[src/btpc_pkg.sv]
// Shared types, constants and helpers for the barometric trim compensator.
// No dependencies; imported by every other file of the block.
`default_nettype none
package btpc_pkg;

    localparam int unsigned QueueDepth = 4;
    localparam int unsigned RawWidth   = 20;
    localparam int unsigned TrimWidth  = 48;
    localparam int unsigned NumTrimReg = 4;

    // trim register indexes
    localparam logic [1:0] REG_TEMP    = 2'd0;
    localparam logic [1:0] REG_PRESS_A = 2'd1;
    localparam logic [1:0] REG_PRESS_B = 2'd2;
    localparam logic [1:0] REG_PRESS_C = 2'd3;

    typedef struct packed {
        logic [15:0] t1;
        logic [15:0] t2;
        logic [15:0] t3;
        logic [15:0] p1;
        logic [15:0] p2;
        logic [15:0] p3;
        logic [15:0] p4;
        logic [15:0] p5;
        logic [15:0] p6;
        logic [15:0] p7;
        logic [15:0] p8;
        logic [15:0] p9;
    } trim_t;

    // queued item: temperature differences already formed against T1
    typedef struct packed {
        logic [RawWidth-1:0] raw_pressure;
        logic [17:0]         ta;
        logic [16:0]         tb;
    } item_t;

    typedef enum logic [2:0] {
        ST_IDLE,
        ST_ISSUE,
        ST_MUL,
        ST_DIV,
        ST_OUT
    } state_t;

    typedef enum logic [3:0] {
        OP_TV1,
        OP_BB,
        OP_TV2,
        OP_S1,
        OP_V2A,
        OP_S2,
        OP_S3,
        OP_S4,
        OP_S5,
        OP_NUM,
        OP_W1A,
        OP_W1B,
        OP_W2
    } op_t;

    function automatic logic [63:0] asr64(input logic [63:0] x, input int unsigned n);
        return 64'($signed(x) >>> n);
    endfunction

    function automatic logic [63:0] sx16(input logic [15:0] v);
        return {{48{v[15]}}, v};
    endfunction

    function automatic logic [63:0] sx32(input logic [63:0] v);
        return {{32{v[31]}}, v[31:0]};
    endfunction

endpackage
`default_nettype wire

[src/btpc_mul.sv]
// Shared 64x64 multiplier, low 64 bits, one 32x32 partial product a cycle.
// Depends on btpc_pkg.
`default_nettype none
module btpc_mul (
    input  wire logic        clk,
    input  wire logic        rst_n,
    input  wire logic        start,
    input  wire logic [63:0] a,
    input  wire logic [63:0] b,
    output logic             done,
    output logic [63:0]      result
);
    import btpc_pkg::*;

    logic [63:0] a_reg, b_reg, pp_reg, acc_reg;
    logic [1:0]  cnt_reg;
    logic        busy_reg, done_reg;
    logic [31:0] op_a, op_b;
    logic [63:0] prod, pp_next;

    assign op_a    = (cnt_reg == 2'd2) ? a_reg[63:32] : a_reg[31:0];
    assign op_b    = (cnt_reg == 2'd1) ? b_reg[63:32] : b_reg[31:0];
    assign prod    = {32'd0, op_a} * {32'd0, op_b};
    // cross terms only reach the upper word
    assign pp_next = (cnt_reg == 2'd0) ? prod : {prod[31:0], 32'h0};
    assign done    = done_reg;
    assign result  = acc_reg;

    always_ff @(posedge clk or negedge rst_n)
    begin
        if (!rst_n)
        begin
            busy_reg <= 1'b0;
            done_reg <= 1'b0;
            cnt_reg  <= '0;
        end
        else if (start)
        begin
            busy_reg <= 1'b1;
            done_reg <= 1'b0;
            cnt_reg  <= '0;
        end
        else if (busy_reg)
        begin
            cnt_reg <= cnt_reg + 1'b1;
            if (cnt_reg == 2'd3)
            begin
                busy_reg <= 1'b0;
                done_reg <= 1'b1;
            end
        end
        else
        begin
            done_reg <= 1'b0;
        end
    end

    always_ff @(posedge clk)
    begin
        if (start)
        begin
            a_reg   <= a;
            b_reg   <= b;
            acc_reg <= '0;
        end
        else if (busy_reg)
        begin
            if (cnt_reg != 2'd3)
                pp_reg <= pp_next;
            if (cnt_reg != 2'd0)
                acc_reg <= acc_reg + pp_reg;
        end
    end

endmodule
`default_nettype wire

[src/btpc_div.sv]
// Signed 64-bit divider, truncating, one quotient bit a cycle.
// Depends on btpc_pkg.
`default_nettype none
module btpc_div (
    input  wire logic        clk,
    input  wire logic        rst_n,
    input  wire logic        start,
    input  wire logic [63:0] num,
    input  wire logic [63:0] den,
    output logic             done,
    output logic [63:0]      quotient
);
    import btpc_pkg::*;

    logic [63:0] rem_reg, quo_reg, md_reg;
    logic        neg_reg;
    logic [5:0]  cnt_reg;
    logic        busy_reg, done_reg;
    logic [64:0] shifted, diff;
    logic        ge;

    assign shifted  = {rem_reg, quo_reg[63]};
    assign diff     = shifted - {1'b0, md_reg};
    assign ge       = !diff[64];
    assign done     = done_reg;
    assign quotient = neg_reg ? (64'd0 - quo_reg) : quo_reg;

    always_ff @(posedge clk or negedge rst_n)
    begin
        if (!rst_n)
        begin
            busy_reg <= 1'b0;
            done_reg <= 1'b0;
            cnt_reg  <= '0;
        end
        else if (start)
        begin
            busy_reg <= 1'b1;
            done_reg <= 1'b0;
            cnt_reg  <= '0;
        end
        else if (busy_reg)
        begin
            cnt_reg <= cnt_reg + 1'b1;
            if (cnt_reg == 6'd63)
            begin
                busy_reg <= 1'b0;
                done_reg <= 1'b1;
            end
        end
        else
        begin
            done_reg <= 1'b0;
        end
    end

    always_ff @(posedge clk)
    begin
        if (start)
        begin
            rem_reg <= '0;
            quo_reg <= num[63] ? (64'd0 - num) : num;
            md_reg  <= den[63] ? (64'd0 - den) : den;
            neg_reg <= num[63] ^ den[63];
        end
        else if (busy_reg)
        begin
            rem_reg <= ge ? diff[63:0] : shifted[63:0];
            quo_reg <= {quo_reg[62:0], ge};
        end
    end

endmodule
`default_nettype wire

[src/btpc_back.sv]
// Back end: sequences the compensation over the shared multiplier and divider
// and holds the result in the output register. Depends on btpc_pkg,
// btpc_mul and btpc_div.
`default_nettype none
module btpc_back (
    input  wire logic                  clk,
    input  wire logic                  rst_n,
    input  wire btpc_pkg::trim_t       trim,
    input  wire logic                  head_valid,
    input  wire btpc_pkg::item_t       head,
    output logic                       pop,
    output logic                       m_tvalid,
    input  wire logic                  m_tready,
    output logic [95:0]                m_tdata,
    output logic                       m_tuser
);
    import btpc_pkg::*;

    state_t      state_reg, state_next;
    op_t         step_reg, step_next;
    item_t       cur_reg;
    logic [63:0] tv1_reg, bb_reg, s1_reg, v2_reg, lin_reg, den_reg, p_reg;
    logic [31:0] tf_reg, pres_reg;
    logic        dz_reg;
    logic        out_valid_reg;
    logic [95:0] out_data_reg;
    logic        out_user_reg;

    logic        mul_start, mul_done, div_start, div_done, out_load;
    logic [63:0] mul_a, mul_b, mul_r, div_q;
    logic [63:0] v1c, ph, pn, den_new, tsum, psum, pfin;
    logic [31:0] t5, tc;

    btpc_mul u_mul (
        .clk    (clk),
        .rst_n  (rst_n),
        .start  (mul_start),
        .a      (mul_a),
        .b      (mul_b),
        .done   (mul_done),
        .result (mul_r)
    );

    btpc_div u_div (
        .clk      (clk),
        .rst_n    (rst_n),
        .start    (div_start),
        .num      (mul_r),
        .den      (den_reg),
        .done     (div_done),
        .quotient (div_q)
    );

    assign v1c     = {{32{tf_reg[31]}}, tf_reg} - 64'd128000;
    assign ph      = asr64(p_reg, 13);
    assign pn      = ((64'd1048576 - {44'd0, cur_reg.raw_pressure}) << 31) - v2_reg;
    assign den_new = asr64(mul_r, 33);
    assign tsum    = tv1_reg + asr64(sx32(mul_r), 14);
    assign psum    = p_reg + lin_reg + asr64(mul_r, 19);
    assign pfin    = asr64(psum, 8) + (sx16(trim.p7) << 4);
    assign t5      = {tf_reg[29:0], 2'b00} + tf_reg + 32'd128;
    assign tc      = 32'($signed(t5) >>> 8);

    // multiplier operands per step
    always_comb
    begin
        case (step_reg)
            OP_TV1:
            begin
                mul_a = {{46{cur_reg.ta[17]}}, cur_reg.ta};
                mul_b = sx16(trim.t2);
            end
            OP_BB:
            begin
                mul_a = {{47{cur_reg.tb[16]}}, cur_reg.tb};
                mul_b = {{47{cur_reg.tb[16]}}, cur_reg.tb};
            end
            OP_TV2:
            begin
                mul_a = bb_reg;
                mul_b = sx16(trim.t3);
            end
            OP_S1:
            begin
                mul_a = v1c;
                mul_b = v1c;
            end
            OP_V2A:
            begin
                mul_a = s1_reg;
                mul_b = sx16(trim.p6);
            end
            OP_S2:
            begin
                mul_a = v1c;
                mul_b = sx16(trim.p5);
            end
            OP_S3:
            begin
                mul_a = s1_reg;
                mul_b = sx16(trim.p3);
            end
            OP_S4:
            begin
                mul_a = v1c;
                mul_b = sx16(trim.p2);
            end
            OP_S5:
            begin
                mul_a = lin_reg + 64'h0000_8000_0000_0000;
                mul_b = {48'd0, trim.p1};
            end
            OP_NUM:
            begin
                mul_a = pn;
                mul_b = 64'd3125;
            end
            OP_W1A:
            begin
                mul_a = sx16(trim.p9);
                mul_b = ph;
            end
            OP_W1B:
            begin
                mul_a = s1_reg;
                mul_b = ph;
            end
            OP_W2:
            begin
                mul_a = sx16(trim.p8);
                mul_b = p_reg;
            end
            default:
            begin
                mul_a = '0;
                mul_b = '0;
            end
        endcase
    end

    always_comb
    begin
        case (step_reg)
            OP_TV1:  step_next = OP_BB;
            OP_BB:   step_next = OP_TV2;
            OP_TV2:  step_next = OP_S1;
            OP_S1:   step_next = OP_V2A;
            OP_V2A:  step_next = OP_S2;
            OP_S2:   step_next = OP_S3;
            OP_S3:   step_next = OP_S4;
            OP_S4:   step_next = OP_S5;
            OP_S5:   step_next = OP_NUM;
            OP_NUM:  step_next = OP_W1A;
            OP_W1A:  step_next = OP_W1B;
            OP_W1B:  step_next = OP_W2;
            default: step_next = OP_TV1;
        endcase
    end

    // next state
    always_comb
    begin
        state_next = state_reg;
        case (state_reg)
            ST_IDLE:
                if (head_valid)
                    state_next = ST_ISSUE;
            ST_ISSUE:
                state_next = ST_MUL;
            ST_MUL:
                if (mul_done)
                begin
                    if (step_reg == OP_W2)
                        state_next = ST_OUT;
                    else if (step_reg == OP_S5 && den_new == '0)
                        state_next = ST_OUT;
                    else if (step_reg == OP_NUM)
                        state_next = ST_DIV;
                    else
                        state_next = ST_ISSUE;
                end
            ST_DIV:
                if (div_done)
                    state_next = ST_ISSUE;
            ST_OUT:
                if (!out_valid_reg || m_tready)
                    state_next = ST_IDLE;
            default:
                state_next = ST_IDLE;
        endcase
    end

    // control outputs
    always_comb
    begin
        pop       = (state_reg == ST_IDLE) && head_valid;
        mul_start = (state_reg == ST_ISSUE);
        div_start = (state_reg == ST_MUL) && mul_done && (step_reg == OP_NUM);
        out_load  = (state_reg == ST_OUT) && (!out_valid_reg || m_tready);
    end

    always_ff @(posedge clk or negedge rst_n)
    begin
        if (!rst_n)
        begin
            state_reg     <= ST_IDLE;
            step_reg      <= OP_TV1;
            out_valid_reg <= 1'b0;
        end
        else
        begin
            state_reg <= state_next;
            if (pop)
                step_reg <= OP_TV1;
            else if (state_reg == ST_MUL && mul_done)
                step_reg <= step_next;
            if (out_load)
                out_valid_reg <= 1'b1;
            else if (m_tready)
                out_valid_reg <= 1'b0;
        end
    end

    always_ff @(posedge clk)
    begin
        if (pop)
        begin
            cur_reg <= head;
            dz_reg  <= 1'b0;
        end
        if (state_reg == ST_MUL && mul_done)
        begin
            case (step_reg)
                OP_TV1: tv1_reg <= asr64(sx32(mul_r), 11);
                OP_BB:  bb_reg  <= asr64(sx32(mul_r), 12);
                OP_TV2: tf_reg  <= tsum[31:0];
                OP_S1:  s1_reg  <= mul_r;
                OP_V2A: v2_reg  <= mul_r + (sx16(trim.p4) << 35);
                OP_S2:  v2_reg  <= v2_reg + (mul_r << 17);
                OP_S3:  lin_reg <= asr64(mul_r, 8);
                OP_S4:  lin_reg <= lin_reg + (mul_r << 12);
                OP_S5:
                begin
                    den_reg <= den_new;
                    // zero divisor: drop pressure, flag it
                    if (den_new == '0)
                    begin
                        dz_reg   <= 1'b1;
                        pres_reg <= '0;
                    end
                end
                OP_W1A: s1_reg   <= mul_r;
                OP_W1B: lin_reg  <= asr64(mul_r, 25);
                OP_W2:  pres_reg <= pfin[31:0];
                default: ;
            endcase
        end
        if (div_done)
            p_reg <= div_q;
        if (out_load)
        begin
            out_data_reg <= {pres_reg, tf_reg, tc};
            out_user_reg <= dz_reg;
        end
    end

    assign m_tvalid = out_valid_reg;
    assign m_tdata  = out_data_reg;
    assign m_tuser  = out_user_reg;

    a_mul_when_waiting: assert property (@(posedge clk) disable iff (!rst_n)
        mul_done |-> state_reg == ST_MUL)
        else $error("multiplier result arrived outside a multiply wait");

    a_div_when_waiting: assert property (@(posedge clk) disable iff (!rst_n)
        div_done |-> state_reg == ST_DIV)
        else $error("divider result arrived outside a divide wait");

    a_load_shows: assert property (@(posedge clk) disable iff (!rst_n)
        out_load |=> m_tvalid)
        else $error("loaded result not presented");

    a_pop_from_idle: assert property (@(posedge clk) disable iff (!rst_n)
        pop |=> state_reg == ST_ISSUE && step_reg == OP_TV1)
        else $error("item pop did not start the sequence");

endmodule
`default_nettype wire

[config.mk]
export PLATFORM = sky130hd
export DESIGN_NAME = btpc_back
export DESIGN_NICKNAME = d
export VERILOG_FILES = /design/src/btpc_pkg.sv /design/src/btpc_mul.sv /design/src/btpc_div.sv /design/src/btpc_back.sv
export SDC_FILE = /design/constraint.sdc
export NUM_CORES = 2
export LEC_CHECK = 0
export BUFFER_PORTS_ARGS = -buffer_cell sky130_fd_sc_hd__buf_2
export CAP_MARGIN = 20
export CORE_UTILIZATION = 65
export DETAILED_ROUTE_END_ITERATION = 6
export MAX_ROUTING_LAYER = met4
export PLACE_DENSITY_LB_ADDON = 0.05
export REMOVE_ABC_BUFFERS = 1
export SYNTH_ARGS = -nofsm -noshare
export SYNTH_HDL_FRONTEND = slang
export SYNTH_SLANG_ARGS = --single-unit
[constraint.sdc]
create_clock -name clk -period 13.1 [get_ports clk]
set_input_delay 2.62 -clock clk [delete_from_list [all_inputs] [get_ports clk]]
set_output_delay 2.62 -clock clk [all_outputs]
set_load 0.02 [all_outputs]
# ---- After elaboration in Yosys (flattened, before gate mapping)
# Memories as Yosys holds them, arrays and structs flattened.
# Cells that the tools add are included.
# W data, S select, Z words.
dict set report word_totals {
  out_inout_bits 99
  reg_bits 1004
  input_bits 251
  wordCells 168
  romBits 64
  mem_count 1
}
dict set report classes {
  muxes 47
  n_bitwise 2
  n_mul 1
  reduce_logical 35
  n_addsub 20
  eq_ne 28
}
# name words word_bits rd rd_ports_with_merged_regs write_ports line_no
set mem_list {}
lappend mem_list {{(name not given)} 16 4 1 0 0 btpc_back.sv:143} ;# case (step_reg)
# operator n
set ops {}
lappend ops {{$pmux W64 S12} 1}
lappend ops {{$pmux W64 S9} 1}
lappend ops {{$mux W64} 6}
lappend ops {{$add A64 B64 Y64} 4}
lappend ops {{$pmux W64 S3} 1}
lappend ops {{$pmux W64 S2} 1}
lappend ops {{$sub A1 B64 Y64 const A} 2}
lappend ops {{$mux W32} 3}
lappend ops {{$add A40 B40 Y40} 2}
lappend ops {{$sub A65 B64 Y65} 1}
lappend ops {{$add A64 B48 Y64 const B} 1}
lappend ops {{$logic_not A64 Y1} 1}
lappend ops {{$mul A32 B32 Y64} 1}
lappend ops {{$pmux W32 S2} 1}
lappend ops {{$sub A64 B64 Y64} 1}
lappend ops {{$mux W63} 1}
lappend ops {{$add A32 B20 Y32} 1}
lappend ops {{$add A32 B8 Y32 const B} 1}
lappend ops {{$sub A1 B31 Y32 const A} 1}
lappend ops {{$add A24 B22 Y25} 1}
lappend ops {{$sub A22 B18 Y23 const B} 1}
lappend ops {{$add A21 B18 Y22} 1}
lappend ops {{$sub A21 B20 Y22 const A} 1}
lappend ops {{$eq A4 B4 Y1 const B} 5}
lappend ops {{35 further kinds} 93}

# ---- Depth between registers and ports, before layout
dict set report logic_depth {
  ltp_word 6
  mapped_depth 36
  ltp_nobuf 33
}

# ---- Modules after synthesis
# A second synthesis with hierarchy kept.
dict set report hier_totals {
  hier_cells 10264
  hier_area_um2 97479.7
}
# module seq_area_each_um2 cells_each n_inst area_each_um2
set by_module_without_submodules {}
lappend by_module_without_submodules {btpc_mul 7146.9 4959 1 45879.0}
lappend by_module_without_submodules {btpc_back 15715.1 3482 1 36115.9}
lappend by_module_without_submodules {btpc_div 5355.1 1823 1 15484.9}

# ---- Worst setup path before layout
# OpenSTA, ideal clock, no wires.
dict set report synth_timing {
  path_kind {register to register}
  start {register u_mul.cnt_reg[0]}
  end {register u_mul.pp_reg[58], data pin}
  setup_ps 260
  path_stages_with_launch 35
  arrival_time_ps 9251
  n_path_buf 3
  path_slack_ps 3589
  path_cell_list {dfrtp_1 > inv_1 > ha_1 > clkbuf_1 > clkbuf_1 > mux2i_1 > clkbuf_1 > nor2_1 > fa_1 > inv_1 > fa_1 > inv_1 > fa_1 > inv_1 > fa_1 > inv_1 > fa_1 > fa_1 > fa_1 > inv_1 > fa_1 > inv_1 > ha_1 > a21o_1 > a21oi_1 > o31ai_1 > a21o_1 > a21oi_1 > o311ai_0 > a21oi_1 > o21ai_0 > a31o_2 > a221oi_1 > xnor2_1 > mux2_2}
}
dict set report synth_between {
  elab_chain_len 4
  elab_cells_between_ends 7
  classes_between {mul (1); eq/ne (2); mux (3); reduce/logical (1)}
}
# element line_no
set synth_rtl {}
lappend synth_rtl {{start, declared} btpc_mul.sv:16} ;# logic [1:0] cnt_reg;
lappend synth_rtl {{start signal, assigned} btpc_mul.sv:45} ;# cnt_reg <= cnt_reg + 1'b1;
lappend synth_rtl {{$eq A2 B2 Y1 or $eq A2 B1 Y1 (tied branches)} {btpc_mul.sv:21, btpc_mul.sv:22}}
lappend synth_rtl {{$mux W32, on equally long branches} {btpc_mul.sv:21, btpc_mul.sv:22}}
lappend synth_rtl {{$mul A32 B32 Y64} btpc_mul.sv:23} ;# assign prod = {32'd0, op_a} * {32'd0, op_b};
lappend synth_rtl {{$mux W64 (*)} btpc_mul.sv:25} ;# assign pp_next = (cnt_reg == 2'd0) ? prod : {prod[31:0], 32'h0};
lappend synth_rtl {{named net u_mul.pp_next[58]} btpc_mul.sv:19} ;# logic [63:0] prod, pp_next;
lappend synth_rtl {{end signal, assigned} btpc_mul.sv:69} ;# pp_reg <= pp_next;
lappend synth_rtl {{end, declared} btpc_mul.sv:15} ;# logic [63:0] a_reg, b_reg, pp_reg, acc_reg;
# Mark *: on every way through the listed nets, which the timed path passes. The rest lies on a longest branch.
# A chain may end at the register's enable or synchronous reset.

# ---- Worst setup path in the final report
# Ends and elaborated chain as after synthesis.

==> impl_results.md <==
* Hold Path Class: reg2reg
* Detailed-route vias per instance at 6.683
* RSZ-0062 raised after global routing: false
* Clock Path Buffers at 3
* CTS root buf: clkbuf_16
* Fmax at 90.35 MHz
* Residual DRC count at 8
* Register area at 27260 µm²
* Outcome: finished, violations left
* Rows at 139
* Drt total wl at 347.0 mm
* Final min period at 11.07 ns
* Final nets at ~12000
* First-pass DRT Iterations at 7
* GRT Total Usage at 48.68%
* CTS Hold Bufs at 0
* Initial DRC count at 10600
* Fraction of layout cells with a size suffix above 1 at 8.824%
* Failing checks: design-rule violations
* R2r setup slk at 2.03 ns
* Number of flip-flops in the largest register at just under 80
* FF-to-FF End: u_mul.pp_reg[58]$_DFFE_PP_
* WP data arrival at 11.54 ns
* GR Overflow Total at 0
* Cell area after synthesis at 94150 µm²
* GP Congestion at 1.096
* Post-route setup slack at 2.032 ns
* Setup Skew at 0.02241 ns
* Synthesized instance count at 9885
* Final HPWL DP at 265.7 mm
* H-tree lvl count at 3
* Slew headroom at 13.18%
* Worst-margin pin slew at 1.289 ns
* R2R Path Start: u_mul.cnt_reg[0]$_DFFE_PN0P_
* Synth warn at 0
* CP max-delay cell: mux2i_1
* Hold Path Cell Cnt at 0
* WS Path Type: reg2reg
* Die area at between 100000 and 150000 µm²
* Synth top cells by count: inv_1, nand2_1, fa_1
* Final Max Slew Viols at 0
* Final setup violation count at 0
* Pre-CTS setup slack at 2.301 ns
* Routed vias at 80680
* Synth Register Bits at 954
* Post-route ant nets at 0
* Core area at roughly 140000 µm²
* CP startpoint kind: flop
* Area grow syn2layout at 8.060%
* First-pass GRT wire length at 507.0 mm
* Die width at 382.6 µm
* Post-synth EDFFs at ~810
* Cell taking the most area after synthesis: edfxtp_1
* Avg WL per Cell at ~29 µm
* Die Y at ~380 µm
* Crit end category: flop
* Count leader, synth: inv_1
* Max incr delay on CP at around 1.1 ns
* Fin. Hold Viols at 0
* Setup TNS at 0 ns
* Cell repeated most along the worst path: fa_1
* Yosys cell types at 96
* Resize count post-CTS at 0
* Largest cells by area after synthesis: edfxtp_1, fa_1, ha_1
* Dominant synthesized flop cell: edfxtp_1
* Multi-input gate area at 61300 µm²
* CTS sink count at 954
* Maxcap violations at 0
* Initial Util at 65.54%
* Hold Crit Start: pres_reg[31]$_SDFFCE_PP0P_
* # Post-CTS Setup Buffers at 0
* Clock Latency Late Sink at 0.73 ns
* Top cell type's share of synthesized area at 25.68%
* Post-synthesis sequential area ratio at 28.95%
* Worst Path Max Fanout at 45
* Reg2Reg Depth at 30
* Worst hold endpoint: m_tdata[95]$_DFFE_PP_
* Number of fill cells in the layout at 10660
* Tcrit/Tclk final at 84.49%
* # IOs at 350
* Clock buffers created by TritonCTS at slightly below 100
* Ys async rst share at 2.096%
* CP Data Required Time at 13.57 ns
* CTS tree: built
* Vias in the first global route at 79480
* Syn Area/Cell at 9.524 µm²
* Clk pin slew, worst setup/hold paths at 0.07 ns
* PortBufs at roughly 330
* Largest net degree at the start of global routing at 120
* Initial antenna violation count at 54
==> per-stage QoR <==
stage	area, µm²	util, %	cells	hold slack, ns
after floorplan	92290	-	9408	0.4003
after global placement	98020	68.23	11820	0.4026
after detailed placement	98110	68.29	11830	0.4045
after CTS	101500	70.66	12010	0.4191
after global routing	101700	70.80	12060	0.4251
final	101700	70.82	12070	0.4187
==> critical path: cells and delay by family (launching register included) <==
kind,cells,cell delay (ns)
buf+inv,6,0.81
compound gates,10,3.21
simple gates,1,0.11
mux,2,1.34
xor+xnor,1,0.10
flops,1,0.45
fa+ha+maj,10,4.73
==> cell type report <==
class                      count  area share (%)
timing repair buffer         527           3.132
multi-input combinational   7367           60.26
inverter                    1087           4.017
tap                         1903           2.340
clock buffer                 116           2.538
clock inverter                69          0.7982
sequential                   954           26.80
antenna                       49          0.1205
==> how the worst max path moves through the flow <==
stage	start	endpoint	slack, ns	cells after the start
finish	u_mul.cnt_reg[0]$_DFFE_PN0P_	u_mul.pp_reg[58]$_DFFE_PP_	2.03	30
global route	u_mul.cnt_reg[0]$_DFFE_PN0P_	u_mul.pp_reg[58]$_DFFE_PP_	1.76	30
CTS	u_mul.cnt_reg[0]$_DFFE_PN0P_	u_mul.pp_reg[58]$_DFFE_PP_	2.28	32
detailed placement	u_mul.cnt_reg[0]$_DFFE_PN0P_	u_mul.pp_reg[58]$_DFFE_PP_	2.30	32
global placement	u_mul.cnt_reg[0]$_DFFE_PN0P_	u_mul.pp_reg[58]$_DFFE_PP_	2.23	30
floorplan	u_mul.cnt_reg[1]$_DFFE_PN0P_	u_mul.pp_reg[58]$_DFFE_PP_	2.37	29
==> kinds of logic (layout without fill, tap and decap cells) <==
family | after synthesis | count (layout) | synth area share, %
fa+ha+maj | 1602 | 1602 | 28.79
xor+xnor | 634 | 634 | 5.906
buf+inv | 1564 | 1799 | 6.310
flops | 954 | 954 | 28.95
compound gates | 2156 | 2156 | 15.02
simple gates | 2810 | 2810 | 13.16
mux | 164 | 164 | 1.857
other cells | 1 | 50 | 0.003983
==> layer usage <==
layer | part of all wire, % | routed length, µm | GRT usage [%]
met5 | 0 | 0 | -
met2 | 43 | 150500 | 70.69
met1 | 34 | 119400 | 57.92
met3 | 14 | 47210 | 14.68
met4 | 8.6 | 29900 | 34.07
==> placed cells by master (no fill, tap or decap), types with 128 or more instances in the layout <==
cell / Yosys / layout
ha_1: 661 / 658
nand3_1: 151 / 151
inv_1: 1084 / 1083
nor2_1: 930 / 921
a21oi_1: 562 / 562
edfxtp_1: 805 / 805
a21o_1: 256 / 256
nand2_1: 1077 / 1073
o21ai_0: 487 / 483
buf_4: 18 / 180
dfxtp_1: 129 / 128
buf_2: 1 / 333
fa_1: 941 / 941
xnor2_1: 370 / 369
xor2_1: 263 / 263
Power is not shown: default switching activity piles up to over one toggle a cycle in this logic, so the estimate is an artifact.
