### config.mk
export PLATFORM = sky130hd
export DESIGN_NAME = btpc_queue
export DESIGN_NICKNAME = d
export VERILOG_FILES = /design/src/btpc_pkg.sv /design/src/btpc_queue.sv
export SDC_FILE = /design/constraint.sdc
export NUM_CORES = 1
export LEC_CHECK = 0
export BUFFER_PORTS_ARGS = -buffer_cell sky130_fd_sc_hd__buf_2
export CORE_ASPECT_RATIO = 0.7
export CORE_MARGIN = 1.5
export CORE_UTILIZATION = 50
export CTS_CLUSTER_DIAMETER = 30
export DETAILED_ROUTE_END_ITERATION = 8
export GPL_TIMING_DRIVEN = 0
export PLACE_DENSITY = 0.75
export SYNTH_ARGS = -nofsm -noshare
export SYNTH_HDL_FRONTEND = slang
export SYNTH_SLANG_ARGS = --single-unit
### constraint.sdc
create_clock -name clk -period 1.85 [get_ports clk]
set_input_delay 0 -clock clk [delete_from_list [all_inputs] [get_ports clk]]
set_output_delay 0 -clock clk [all_outputs]
set_load 0.05 [all_outputs]
### src/btpc_pkg.sv
// Shared types, constants and helpers for the barometric trim compensator.
// No dependencies; imported by every other file of the block.
`default_nettype none
package btpc_pkg;

    localparam int unsigned QueueDepth = 4;
    localparam int unsigned RawWidth   = 20;
    localparam int unsigned TrimWidth  = 48;
    localparam int unsigned NumTrimReg = 4;

    // trim register indexes
    localparam logic [1:0] REG_TEMP    = 2'd0;
    localparam logic [1:0] REG_PRESS_A = 2'd1;
    localparam logic [1:0] REG_PRESS_B = 2'd2;
    localparam logic [1:0] REG_PRESS_C = 2'd3;

    typedef struct packed {
        logic [15:0] t1;
        logic [15:0] t2;
        logic [15:0] t3;
        logic [15:0] p1;
        logic [15:0] p2;
        logic [15:0] p3;
        logic [15:0] p4;
        logic [15:0] p5;
        logic [15:0] p6;
        logic [15:0] p7;
        logic [15:0] p8;
        logic [15:0] p9;
    } trim_t;

    // queued item: temperature differences already formed against T1
    typedef struct packed {
        logic [RawWidth-1:0] raw_pressure;
        logic [17:0]         ta;
        logic [16:0]         tb;
    } item_t;

    typedef enum logic [2:0] {
        ST_IDLE,
        ST_ISSUE,
        ST_MUL,
        ST_DIV,
        ST_OUT
    } state_t;

    typedef enum logic [3:0] {
        OP_TV1,
        OP_BB,
        OP_TV2,
        OP_S1,
        OP_V2A,
        OP_S2,
        OP_S3,
        OP_S4,
        OP_S5,
        OP_NUM,
        OP_W1A,
        OP_W1B,
        OP_W2
    } op_t;

    function automatic logic [63:0] asr64(input logic [63:0] x, input int unsigned n);
        return 64'($signed(x) >>> n);
    endfunction

    function automatic logic [63:0] sx16(input logic [15:0] v);
        return {{48{v[15]}}, v};
    endfunction

    function automatic logic [63:0] sx32(input logic [63:0] v);
        return {{32{v[31]}}, v[31:0]};
    endfunction

endpackage
`default_nettype wire

### src/btpc_queue.sv
// Front end: accepts raw items, forms the T1 differences, queues them.
// Depends on btpc_pkg.
`default_nettype none
module btpc_queue #(
    parameter int unsigned DEPTH = 4
) (
    input  wire logic                  clk,
    input  wire logic                  rst_n,
    input  wire logic                  s_tvalid,
    output logic                       s_tready,
    input  wire logic [39:0]           s_tdata,
    input  wire logic [15:0]           t1,
    output logic                       head_valid,
    input  wire logic                  pop,
    output btpc_pkg::item_t            head
);
    import btpc_pkg::*;

    localparam int unsigned PW = (DEPTH > 1) ? $clog2(DEPTH) : 1;
    localparam int unsigned CW = $clog2(DEPTH + 1);
    localparam logic [PW-1:0] LAST = PW'(DEPTH - 1);

    item_t          mem_reg [DEPTH];
    logic [PW-1:0]  wr_ptr_reg, rd_ptr_reg;
    logic [CW-1:0]  count_reg, count_next;
    item_t          item_in;
    logic           push;

    always_comb
    begin
        item_in.raw_pressure = s_tdata[39:20];
        item_in.ta = {1'b0, s_tdata[19:3]} - {1'b0, t1, 1'b0};
        item_in.tb = {1'b0, s_tdata[19:4]} - {1'b0, t1};
    end

    assign s_tready   = (count_reg != CW'(DEPTH));
    assign head_valid = (count_reg != '0);
    assign head       = mem_reg[rd_ptr_reg];
    assign push       = s_tvalid && s_tready;

    always_comb
    begin
        count_next = count_reg;
        if (push && !pop)
            count_next = count_reg + 1'b1;
        else if (pop && !push)
            count_next = count_reg - 1'b1;
    end

    always_ff @(posedge clk or negedge rst_n)
    begin
        if (!rst_n)
        begin
            wr_ptr_reg <= '0;
            rd_ptr_reg <= '0;
            count_reg  <= '0;
        end
        else
        begin
            count_reg <= count_next;
            if (push)
                wr_ptr_reg <= (wr_ptr_reg == LAST) ? '0 : wr_ptr_reg + 1'b1;
            if (pop)
                rd_ptr_reg <= (rd_ptr_reg == LAST) ? '0 : rd_ptr_reg + 1'b1;
        end
    end

    always_ff @(posedge clk)
    begin
        if (push)
            mem_reg[wr_ptr_reg] <= item_in;
    end

endmodule
`default_nettype wire

Word level (Yosys, flattened, before mapping)
Memories as Yosys holds them, arrays and structs flattened. Cells that the tools add are included.

Register bits: 7. RAM bits: 220. Logic and storage cells: 26. Memories: 1.

Memories: mem_reg (depth 4, bits a word 55, rd ports 1, clocked after Yosys merged registers in 0, write ports 1, line btpc_queue.sv:23) `item_t mem_reg [DEPTH];`.

$add $sub $neg: 6. Equal/unequal tests: 3. Mux-type cells: 6. Reduce and logical (&&, ||, !) cells: 7.

Operators with widths (count): 17-bit by 17-bit subtractor with 18-bit output (1); 16-bit by 16-bit subtractor with 17-bit output (1); 3-bit 2-to-1 mux (2); 2-bit by 1-bit adder with 2-bit output, second input constant (2); 2-bit equality test, second input constant (2); 2-bit 2-to-1 mux (2); 3-bit by 1-bit adder with 3-bit output, second input constant (1); 1-bit logical AND (3); 3-bit != test, second input constant (1); 3-bit nonzero test (1); 3-bit by 1-bit subtractor with 3-bit output, second input constant (1); 1-bit logical NOT (2); 1-bit 2-to-1 mux (2); 2-bit nonzero test (1).

Longest topological paths before layout
Gate-level depths: netlist of run 1.

Depth after elaboration: 6. Gate-level depth with buffers: 9. Mapped depth without buffers: 9.

Worst setup path after synthesis of run 1
OpenSTA, ideal clock, no wires.

Kind: reg-to-reg. Start point: register count_reg[0]. End point: memory mem_reg[0][17] (netlist bit) (enable). Setup time: 399 ps. Data arrival time: 1908 ps. Required time: 1451 ps. Path slack: -457 ps. Cell stages (with the launch flop): 4. Path buffers: 0. Clock period less this slack: 2307 ps. Cell sequence: dfrtp_1 nor2_1 nand2_1 and3_1.

Cells in the longest elaborated chain, start to end: 4.

Ends and longest elaborated chain: start: declaration (line btpc_queue.sv:25) `logic [CW-1:0] count_reg, count_next;`; start signal: assignment (line btpc_queue.sv:60) `count_reg <= count_next;`; 3-bit != test (line btpc_queue.sv:36) `assign s_tready = (count_reg != CW'(DEPTH));`; named net s_tready (line btpc_queue.sv:10) `output logic s_tready,`; 1-bit logical AND (line btpc_queue.sv:39) `assign push = s_tvalid && s_tready;`; 1-bit 2-to-1 mux (line btpc_queue.sv:70) `if (push)`; 1-bit 2-to-1 mux (not written as such) (line btpc_queue.sv:71) `mem_reg[wr_ptr_reg] <= item_in;`; end: declaration (line btpc_queue.sv:23).

The timed path passes the listed nets, and every way through them passes these cells.

==> flow_metrics.env, run 1 <==
export IMPL_crit_family="buffers and inverters"
export IMPL_peakVddDrop_mv=1.62
export IMPL_post_drt_wl_per_cell_microns=17.9
export IMPL_r2r_end="count_reg[1]$_DFFE_PN0P_"
export IMPL_drt_iter0_drc=138
export IMPL_ys_flop_type="edfxtp_1"
export IMPL_maxCapViolCount=0
export IMPL_r2r_start="count_reg[0]$_DFFE_PN0P_"
export IMPL_switching_share_pct=38.1
export IMPL_slowest_stage="mux4_2"
export IMPL_period_share_pct=104
export IMPL_combPwrFrac_pct=48.1
export IMPL_drt_total_wl_microns=13300
export IMPL_final_max_slew_viol_count=0
export IMPL_synth_cell_types=39
export IMPL_cts_sinks=159
export IMPL_area_growth_pct=33.3
export IMPL_rrSetupSlack_ps=10
export IMPL_synth_most_common_cell="edfxtp_1"
export IMPL_critPathBufInv=4
export IMPL_start_kind="flip-flop"
export IMPL_die_w_microns=142
export IMPL_worst_pin_slew_ps=633
export IMPL_numCtsBuffers=17
export IMPL_fillers=898
export IMPL_min_period_ps=1920
export IMPL_power_uw=17000
export IMPL_die_area_sq_mm=0.0143
export IMPL_clkPwrFrac_pct=22.0
export IMPL_grt_setup_unrepaired="yes"
export IMPL_power_switching_uw=6470
export IMPL_rr_worst_depth=7
export IMPL_internal_power_uw=10500
export IMPL_diodes=0
export IMPL_setup_violations=24
export IMPL_hold_class="in2reg"
export IMPL_fin_nets=628
export IMPL_ys_warn_count=0
export IMPL_synth_seq_cells=159
export IMPL_crit_path_end_kind="output pin"
export IMPL_synth_cells=373
export IMPL_outcome="complete, but fails checks"
export IMPL_worst_slack_ps=-69.3
export IMPL_synth_enable_flop_cells=152
export IMPL_hpwl_microns=7790
export IMPL_syn_cell_area_sq_mm=0.00681
export IMPL_max_freq_mhz=521
export IMPL_finClkSkew_ps=8.52
export IMPL_clk_pin_slew_ps=60
export IMPL_critPathMaxFanout=5
export IMPL_syn_area_per_cell_sq_um=18.3
export IMPL_grt_pass1_wl_microns=19800
export IMPL_worst_path_stages=5
export IMPL_p_per_area_mw_per_mm2=1870
export IMPL_cp_data_arrival_time_ps=1920
export IMPL_antenna_found_initial=0
export IMPL_grt_remaining_overflow=0
export IMPL_io_buffers=113
export IMPL_cts_max_level=4
export IMPL_crit_top_cell="buf_6"
export IMPL_maxSlewHeadroom_pct=57.8
export IMPL_hold_viol=0
export IMPL_die_h_microns=101
export IMPL_root_buffer="clkbuf_16"
export IMPL_path_class="reg2out"
export IMPL_cpPeakStageDelay_ps=550
export IMPL_grt_max_degree=39
export IMPL_clock_latency_ps=410
export IMPL_crit_start="rd_ptr_reg[0]$_DFFE_PN0P_"
export IMPL_cts_max_path_buffers=2
export IMPL_viasPerCell=5.20
export IMPL_p_leak_uw=0.00348
export IMPL_io_pin_count=117
export IMPL_path_cells="buf_6 -> clkbuf_16 -> mux4_2 -> buf_6 -> buf_8"
export IMPL_final_core_util_pct=68.6
export IMPL_vias=3857
export IMPL_drtAntennaViolNets=0
export IMPL_start_util_pct=51.5
export IMPL_crit_path_end="head[34]"
export IMPL_worstHoldStart="t1[0]"
export IMPL_grtUsageTotal_pct=18.8
export IMPL_seq_power_share_pct=29.9
export IMPL_drc=0
export IMPL_largest_reg_flops=152
export IMPL_core_sq_mm=0.0132
export IMPL_synth_seq_area_share_pct=69.6
export IMPL_synth_nets=457
export IMPL_yosysTopAreaCellShare_pct=67.0
export IMPL_core_rowCount=35
export IMPL_synthTopCellsByCount="152 x edfxtp_1, 38 x mux4_2, 23 x inv_1, 22 x ha_1, 17 x buf_4"
export IMPL_synth_top_area_cell="edfxtp_1"
export IMPL_cts_tree="built"
export IMPL_violations="setup timing"
export IMPL_drive_above_1_share_pct=42.9
export IMPL_synth_area_leaders="edfxtp_1 67%, mux4_2 13%, ha_1 4.0%"
export IMPL_dr_pass1_iters=4
export IMPL_place_gp_congestion=0.761
export IMPL_cp_data_required_time_ps=1850
export IMPL_grt_pass1_vias=3888
export IMPL_async_flop_share_pct=4.40
[power groups by stage]
stage	Sequential (uW)	Clock [uW]	Combinational [uW]
floorplan	5060	0	5290
global placement	5090	0	6530
detailed placement	5160	0	6600
CTS	5090	3790	6790
global route	5130	3960	8540
finish	5070	3730	8160
[area by class of cell]
type / instances / area [sq um] / share of cell area (%)
flip-flops and latches: 159 / 4740 / 52.2
multi-input cells: 164 / 1870 / 20.6
repair buffers: 155 / 1240 / 13.7
clock buffers: 18 / 429 / 4.73
plain buffers: 24 / 268 / 2.95
well taps: 185 / 231 / 2.55
clock inverters: 14 / 210 / 2.32
inverters: 23 / 86.3 / 0.951
[worst min-delay path by stage]
stage                                      endpoint  depth (start not counted)  slack, ps
after detailed placement   count_reg[2]$_DFFE_PN0P_                          1       -160
after global routing       mem_reg[1][34]$_DFFE_PP_                          3         60
final                      mem_reg[1][18]$_DFFE_PP_                          3         60
after floorplan            count_reg[0]$_DFFE_PN0P_                          0       -300
after CTS                 wr_ptr_reg[1]$_DFFE_PN0P_                          3         30
after global placement    wr_ptr_reg[1]$_DFFE_PN0P_                          1       -160
[cell usage in the layout (no fill, tap or decap), drive strengths merged, types with 3 or more instances in the layout]
cell type	count
buf	153
edfxtp	152
mux4	38
inv	27
dlygate4sd3	24
ha	22
clkbuf	20
nor2	15
a21oi	11
xnor2	11
nand2	9
and3	8
dfrtp	7
a21o	6
o21ai	6
bufinv	5
xor2	4
clkinv	4
nor2b	3
o211ai	3
nand2b	3
or3	3
o21a	3
[stage by stage]
stage | TNS (ps) | instances | hold slack [ps] | instance area (sq um) | setup slack [ps]
4_1_cts | -2710 | 727 | 25.2 | 8570 | -141
3_3_place_gp | -14910 | 671 | -164 | 7640 | -221
5_1_grt | -3930 | 742 | 61.0 | 9080 | -134
2_1_floorplan | -9.15 | 373 | -296 | 6840 | -9.15
3_5_place_dp | -23710 | 671 | -157 | 7640 | -319
6_report | -943 | 742 | 64.3 | 9080 | -69.3
[tightest hold or removal path, delay by kind of cell]
kind | cells | cell delay [ps]
fa+ha+maj | 1 | 140
buf+inv | 2 | 160
[logic make-up (layout without fill, tap and decap cells)]
kind of cell | count (synthesis) | count (layout) | synth area share [%]
flip-flops | 159 | 159 | 69.6
XOR/XNOR | 15 | 15 | 1.93
buffers and inverters | 50 | 234 | 3.90
AO/OA/AOI/OAI | 36 | 36 | 3.34
AND/OR/NAND/NOR | 49 | 49 | 3.69
multiplexers | 40 | 40 | 12.9
adder cells (fa/ha/maj) | 24 | 24 | 4.63
[layer usage]
layer	GRT usage [%]	up-vias	wire length, microns
li1	-	1790	-
met1	25.1	1963	5970
met2	30.9	100	6750
met3	4.28	4	510
met4	6.50	0	34
met5	0	-	0
[what timing repair did]
action,4_1_cts,5_1_grt
gates cloned,0,1
pin swaps,0,2
setup buffers,1,16
hold endpoints to repair,93,0
resized for setup,20,157
setup endpoints to repair,209,64
hold buffers,24,0
No activity file was read; power rests on OpenSTA's default activity.
==> run 2, diff against run 1 <==
--- a/config.mk
+++ b/config.mk
@@ -5,14 +5,16 @@
 export SDC_FILE = /design/constraint.sdc
 export NUM_CORES = 1
 export LEC_CHECK = 0
+export ABC_CLOCK_PERIOD_IN_PS = 2100
 export BUFFER_PORTS_ARGS = -buffer_cell sky130_fd_sc_hd__buf_2
 export CORE_ASPECT_RATIO = 0.7
 export CORE_MARGIN = 1.5
-export CORE_UTILIZATION = 50
+export CORE_UTILIZATION = 55
 export CTS_CLUSTER_DIAMETER = 30
 export DETAILED_ROUTE_END_ITERATION = 8
 export GPL_TIMING_DRIVEN = 0
-export PLACE_DENSITY = 0.75
+export PLACE_DENSITY = 0.78
+export SKIP_CTS_REPAIR_TIMING = 1
 export SYNTH_ARGS = -nofsm -noshare
 export SYNTH_HDL_FRONTEND = slang
 export SYNTH_SLANG_ARGS = --single-unit
==> constraint.sdc (replaced) <==
create_clock -name clk -period 2.1 [get_ports clk]
set_input_delay 0 -clock clk [delete_from_list [all_inputs] [get_ports clk]]
set_output_delay 0 -clock clk [all_outputs]
set_load 0.05 [all_outputs]
==> run 2 against run 1 <==
  * First-iteration DRC count is 29% higher
  * Largest cell class unchanged
  * Power fell by 21%
  * Register-to-register slack better by 140 ps
  * Count of clock-buffer cells in the layout did not move
  * Non-clock buffer count decreased by 14
  * The flow finishes with violations (hold timing)
  * Hold slack got worse by 67 ps
==> flow_metrics.env, run 2 (synthesized netlist as in run 1, its figures left out) <==
export IMPL_outcome="complete, but fails checks"
export IMPL_violations="hold timing"
export IMPL_place_ws_ps=-58.7
export IMPL_path_class="reg2out"
export IMPL_dr_pass1_iters=5
export IMPL_viasPerCell=5.38
export IMPL_vias=3763
export IMPL_finClkSkew_ps=7.66
export IMPL_maxSlewHeadroom_pct=30.3
export IMPL_place_gp_congestion=0.808
export IMPL_clk_pin_slew_ps=60
export IMPL_die_h_microns=96.1
export IMPL_numCtsBuffers=17
export IMPL_critPathMaxFanout=10
export IMPL_grt_pass1_vias=3665
export IMPL_drc=0
export IMPL_grt_max_degree=39
export IMPL_final_max_slew_viol_count=0
export IMPL_internal_power_uw=7960
export IMPL_hpwl_microns=7760
export IMPL_diodes=0
export IMPL_whs_ps=-3.10
export IMPL_period_share_pct=94.3
export IMPL_rr_worst_depth=3
export IMPL_layout_common_cells="152 x edfxtp_1, 114 x buf_2, 38 x mux4_2"
export IMPL_start_kind="flip-flop"
export IMPL_clkPwrFrac_pct=22.9
export IMPL_die_area_sq_mm=0.0131
export IMPL_cts_max_path_buffers=2
export IMPL_hold_viol=2
export IMPL_grt_setup_unrepaired="no"
export IMPL_power_switching_uw=5380
export IMPL_combPwrFrac_pct=43.7
export IMPL_final_core_util_pct=71.1
export IMPL_die_w_microns=136
export IMPL_fillers=782
export IMPL_maxCapViolCount=0
export IMPL_postPlaceCellArea_sq_mm=0.00758
export IMPL_hold_class="in2reg"
export IMPL_peakVddDrop_mv=1.25
export IMPL_io_buffers=113
export IMPL_worst_slack_ps=121
export IMPL_cts_max_level=4
export IMPL_clock_latency_ps=410
export IMPL_multi_input_area_sq_mm=0.00182
export IMPL_crit_path_end_kind="output pin"
export IMPL_setup_violations=0
export IMPL_start_util_pct=57.3
export IMPL_cts_sinks=159
export IMPL_fin_nets=614
export IMPL_core_rowCount=33
export IMPL_max_freq_mhz=505
export IMPL_p_per_area_mw_per_mm2=1580
export IMPL_drtAntennaViolNets=0
export IMPL_area_growth_pct=24.2
export IMPL_regArea_sq_mm=0.00474
export IMPL_core_sq_mm=0.0119
export IMPL_cts_tree="built"
export IMPL_setup_tns_ps=0
export IMPL_cp_data_arrival_time_ps=1980
export IMPL_p_leak_uw=0.00323
export IMPL_stdcell_area_sq_mm=0.00846
export IMPL_root_buffer="clkbuf_16"
export IMPL_drt_total_wl_microns=12300
export IMPL_grt_remaining_overflow=0
export IMPL_seq_power_share_pct=33.4
export IMPL_drt_iter0_drc=178
export IMPL_antenna_found_initial=0
export IMPL_drive_above_1_share_pct=39.8
export IMPL_mostFrequentLayoutCell="edfxtp_1"
export IMPL_io_pin_count=117
export IMPL_worst_pin_slew_ps=1050
export IMPL_switching_share_pct=40.3
export IMPL_cp_data_required_time_ps=2100
export IMPL_min_period_ps=1980
export IMPL_grtUsageTotal_pct=20.0
export IMPL_grt_pass1_wl_microns=18800
export IMPL_largest_reg_flops=152
export IMPL_post_drt_wl_per_cell_microns=17.5
export IMPL_holdPathStages=3
run 2: cell types whose count changed in the layout (fill, tap and decap cells not counted), moves of 2 or more:
cell / change
buf_8: -13
and3_4: -2
clkbuf_4: +3
clkinvlp_4: +2
dfrtp_1: +2
buf_12: -2
buf_2: +43
dfrtp_2: -2
and3_2: +2
buf_6: -36
bufinv_16: -2
buf_4: -9
run 2: final timing paths:
check | end | start | slack (ps)
worst max-delay path | head[40] | rd_ptr_reg[1]$_DFFE_PN0P_ | 120
worst min-delay path | wr_ptr_reg[1]$_DFFE_PN0P_ | s_tvalid | -3
worst max register to register | mem_reg[1][18]$_DFFE_PP_ | wr_ptr_reg[1]$_DFFE_PN0P_ | 150
worst min register to register | count_reg[2]$_DFFE_PN0P_ | count_reg[2]$_DFFE_PN0P_ | 530
max in group asynchronous | rd_ptr_reg[0]$_DFFE_PN0P_ | rst_n | 1270
min in group asynchronous | rd_ptr_reg[1]$_DFFE_PN0P_ | rst_n | 550
run 2: per-layer routing:
layer	global-route usage [%]	share of wire [%]
met1	27.6	45
met2	32.4	48
met3	3.90	6.0
met4	7.45	1.2
met5	0	0
run 2: cell type report:
type	count	area share [%]
timing repair buffer	139	9.71
multi-input combinational	164	21.5
sequential	159	56.1
buffer	26	2.34
tap	157	2.32
inverter	23	1.02
clock buffer	18	5.07
clock inverter	14	1.94
run 2: per-stage QoR:
stage,cells,hold slack (ps),power (uW)
4_1_cts,675,-587,13400
3_3_place_gp,643,-158,10200
3_5_place_dp,643,-152,10300
6_report,700,-3.10,13300
5_1_grt,700,-6.57,13900
2_1_floorplan,373,-296,9090
run 2: power by group through the flow:
stage          clock network (uW)  registers, uW  logic [uW]
2_1_floorplan                   0           4450        4640
3_5_place_dp                    0           4530        5770
3_3_place_gp                    0           4480        5700
5_1_grt                      3230           4520        6170
6_report                     3060           4460        5830
4_1_cts                      3110           4470        5780
run 2: critical path, cell delays in order, from the launching register on:
cell	delay (ps)
dfrtp_1	400
clkbuf_1	510
mux4_2	420
buf_2	230
==> run 3, diff against run 2 <==
--- a/config.mk
+++ b/config.mk
@@ -13,7 +13,7 @@
 export CTS_CLUSTER_DIAMETER = 30
 export DETAILED_ROUTE_END_ITERATION = 8
 export GPL_TIMING_DRIVEN = 0
-export PLACE_DENSITY = 0.78
+export PLACE_DENSITY = 0.76
 export SKIP_CTS_REPAIR_TIMING = 1
 export SYNTH_ARGS = -nofsm -noshare
 export SYNTH_HDL_FRONTEND = slang
==> run 3 against run 2 <==
  * First-iteration DRC count grew 19%
  * Largest cell class unchanged
  * Power shrank 0.71%
  * The run now ends clean
  * Routed wire length grew 4.0%
  * Non-clock buffer count grew 2
  * Count of clock-buffer cells in the layout grew 2
==> flow_metrics.env, run 3 (synthesized netlist as in run 1, its figures left out) <==
export IMPL_outcome="finished, final reports clean"
export IMPL_combPwrFrac_pct=44.6
export IMPL_worst_slack_ps=81.6
export IMPL_power_switching_uw=5390
export IMPL_numCtsBuffers=17
export IMPL_diodes=0
export IMPL_peakVddDrop_mv=1.44
export IMPL_holdPathStages=3
export IMPL_p_leak_uw=0.00323
export IMPL_grt_pass1_wl_microns=19200
export IMPL_crit_path_end_kind="output pin"
export IMPL_post_drt_wl_per_cell_microns=18.2
export IMPL_stdcell_area_sq_mm=0.00843
export IMPL_die_area_sq_mm=0.0131
export IMPL_clock_latency_ps=410
export IMPL_min_period_ps=2020
export IMPL_final_max_slew_viol_count=0
export IMPL_hpwl_microns=8030
export IMPL_place_gp_congestion=0.742
export IMPL_hold_class="in2reg"
export IMPL_cts_max_path_buffers=2
export IMPL_cp_data_required_time_ps=2100
export IMPL_cpPeakStageDelay_ps=580
export IMPL_cts_sinks=159
export IMPL_antenna_found_initial=0
export IMPL_path_cells="buf_6 -> mux4_2 -> buf_4 -> buf_2"
export IMPL_min_to="wr_ptr_reg[0]$_DFFE_PN0P_"
export IMPL_grt_pass1_vias=3703
export IMPL_postPlaceCellArea_sq_mm=0.00758
export IMPL_drt_iter0_drc=211
export IMPL_maxSlewHeadroom_pct=30.3
export IMPL_io_buffers=113
export IMPL_drive_above_1_share_pct=40.1
export IMPL_path_class="reg2out"
export IMPL_vias=3805
export IMPL_rr_worst_depth=9
export IMPL_drtAntennaViolNets=0
export IMPL_start_kind="flip-flop"
export IMPL_mostFrequentLayoutCell="edfxtp_1"
export IMPL_finClkSkew_ps=11.5
export IMPL_critPathMaxFanout=10
export IMPL_hold_viol=0
export IMPL_core_sq_mm=0.0119
export IMPL_cp_data_arrival_time_ps=2020
export IMPL_period_share_pct=96.1
export IMPL_grtUsageTotal_pct=20.6
export IMPL_root_buffer="clkbuf_16"
export IMPL_layout_common_cells="152 x edfxtp_1, 113 x buf_2, 38 x mux4_2"
export IMPL_r2r_start="count_reg[0]$_DFFE_PN0P_"
export IMPL_fin_nets=616
export IMPL_seq_power_share_pct=33.7
export IMPL_cts_max_level=4
export IMPL_power_uw=13200
export IMPL_grt_max_degree=39
export IMPL_drc=0
export IMPL_drt_total_wl_microns=12800
export IMPL_max_freq_mhz=495
export IMPL_p_per_area_mw_per_mm2=1570
export IMPL_rrSetupSlack_ps=130
export IMPL_maxCapViolCount=0
export IMPL_dp_cells=643
export IMPL_clkPwrFrac_pct=21.6
export IMPL_dr_pass1_iters=5
export IMPL_place_ws_ps=-51.4
export IMPL_viasPerCell=5.43
export IMPL_r2r_end="count_reg[2]$_DFFE_PN0P_"
export IMPL_die_w_microns=136
export IMPL_start_util_pct=57.3
export IMPL_io_pin_count=117
export IMPL_area_growth_pct=23.8
export IMPL_worstHoldStart="s_tvalid"
export IMPL_worst_pin_slew_ps=1050
export IMPL_die_h_microns=96.1
export IMPL_setup_violations=0
export IMPL_internal_power_uw=7860
export IMPL_clk_pin_slew_ps=60
export IMPL_switching_share_pct=40.7
export IMPL_core_rowCount=33
export IMPL_instances_no_fill=701
export IMPL_largest_reg_flops=152
export IMPL_whs_ps=17.9
export IMPL_grt_remaining_overflow=0
export IMPL_cts_tree="built"
export IMPL_slowest_stage="mux4_2"
-- run 3: worst max path at each step --
stage | cells past startpoint | start | endpoint | slack [ps]
5_1_grt | 9 | count_reg[0]$_DFFE_PN0P_ | count_reg[2]$_DFFE_PN0P_ | -0.7
4_1_cts | 4 | rd_ptr_reg[1]$_DFFE_PN0P_ | head[49] | -310
3_3_place_gp | 10 | s_tdata[4] | mem_reg[3][34]$_DFFE_PP_ | -40
6_report | 4 | rd_ptr_reg[0]$_DFFE_PN0P_ | head[28] | 80
2_1_floorplan | 7 | count_reg[0]$_DFFE_PN0P_ | count_reg[1]$_DFFE_PN0P_ | 40
3_5_place_dp | 10 | s_tdata[4] | mem_reg[3][34]$_DFFE_PP_ | -50
-- run 3: per-stage QoR --
| stage | util (%) | setup TNS [ps] |
|---|---|---|
| CTS | 68.4 | -6680 |
| detailed placement | 63.7 | -205 |
| global placement | 63.7 | -176 |
| floorplan | - | 0 |
| global route | 70.9 | -0.713 |
| finish | 70.9 | 0 |
-- run 3: worst max-delay path, delay by kind of cell, from the launching register on --
| kind | cells | cell delay, ps |
|---|---|---|
| buf+inv | 3 | 580 |
| flops | 1 | 450 |
| mux | 1 | 580 |
-- run 3: cell type report --
cell class,instances,area (sq um)
fill,794,3460
clock inverter,11,118
clock buffer,20,437
tap,157,196
timing repair buffer,141,836
multi-input combinational,164,1820
buffer,26,201
inverter,23,86.3
sequential,159,4740
-- run 3: metal layers --
metal | wire length, microns | vias to the layer above | track usage [%]
met5 | 0 | - | 0
met4 | 135 | 0 | 5.76
met3 | 687 | 16 | 5.53
met2 | 6340 | 130 | 33.6
met1 | 5600 | 1888 | 27.9
li1 | - | 1771 | -
-- run 3: power groups by stage --
stage	combinational, uW	sequential [uW]	clock (uW)
detailed placement	5800	4540	0
global placement	5720	4480	0
global route	6260	4530	3030
CTS	5830	4480	2910
finish	5910	4470	2870
floorplan	4640	4450	0
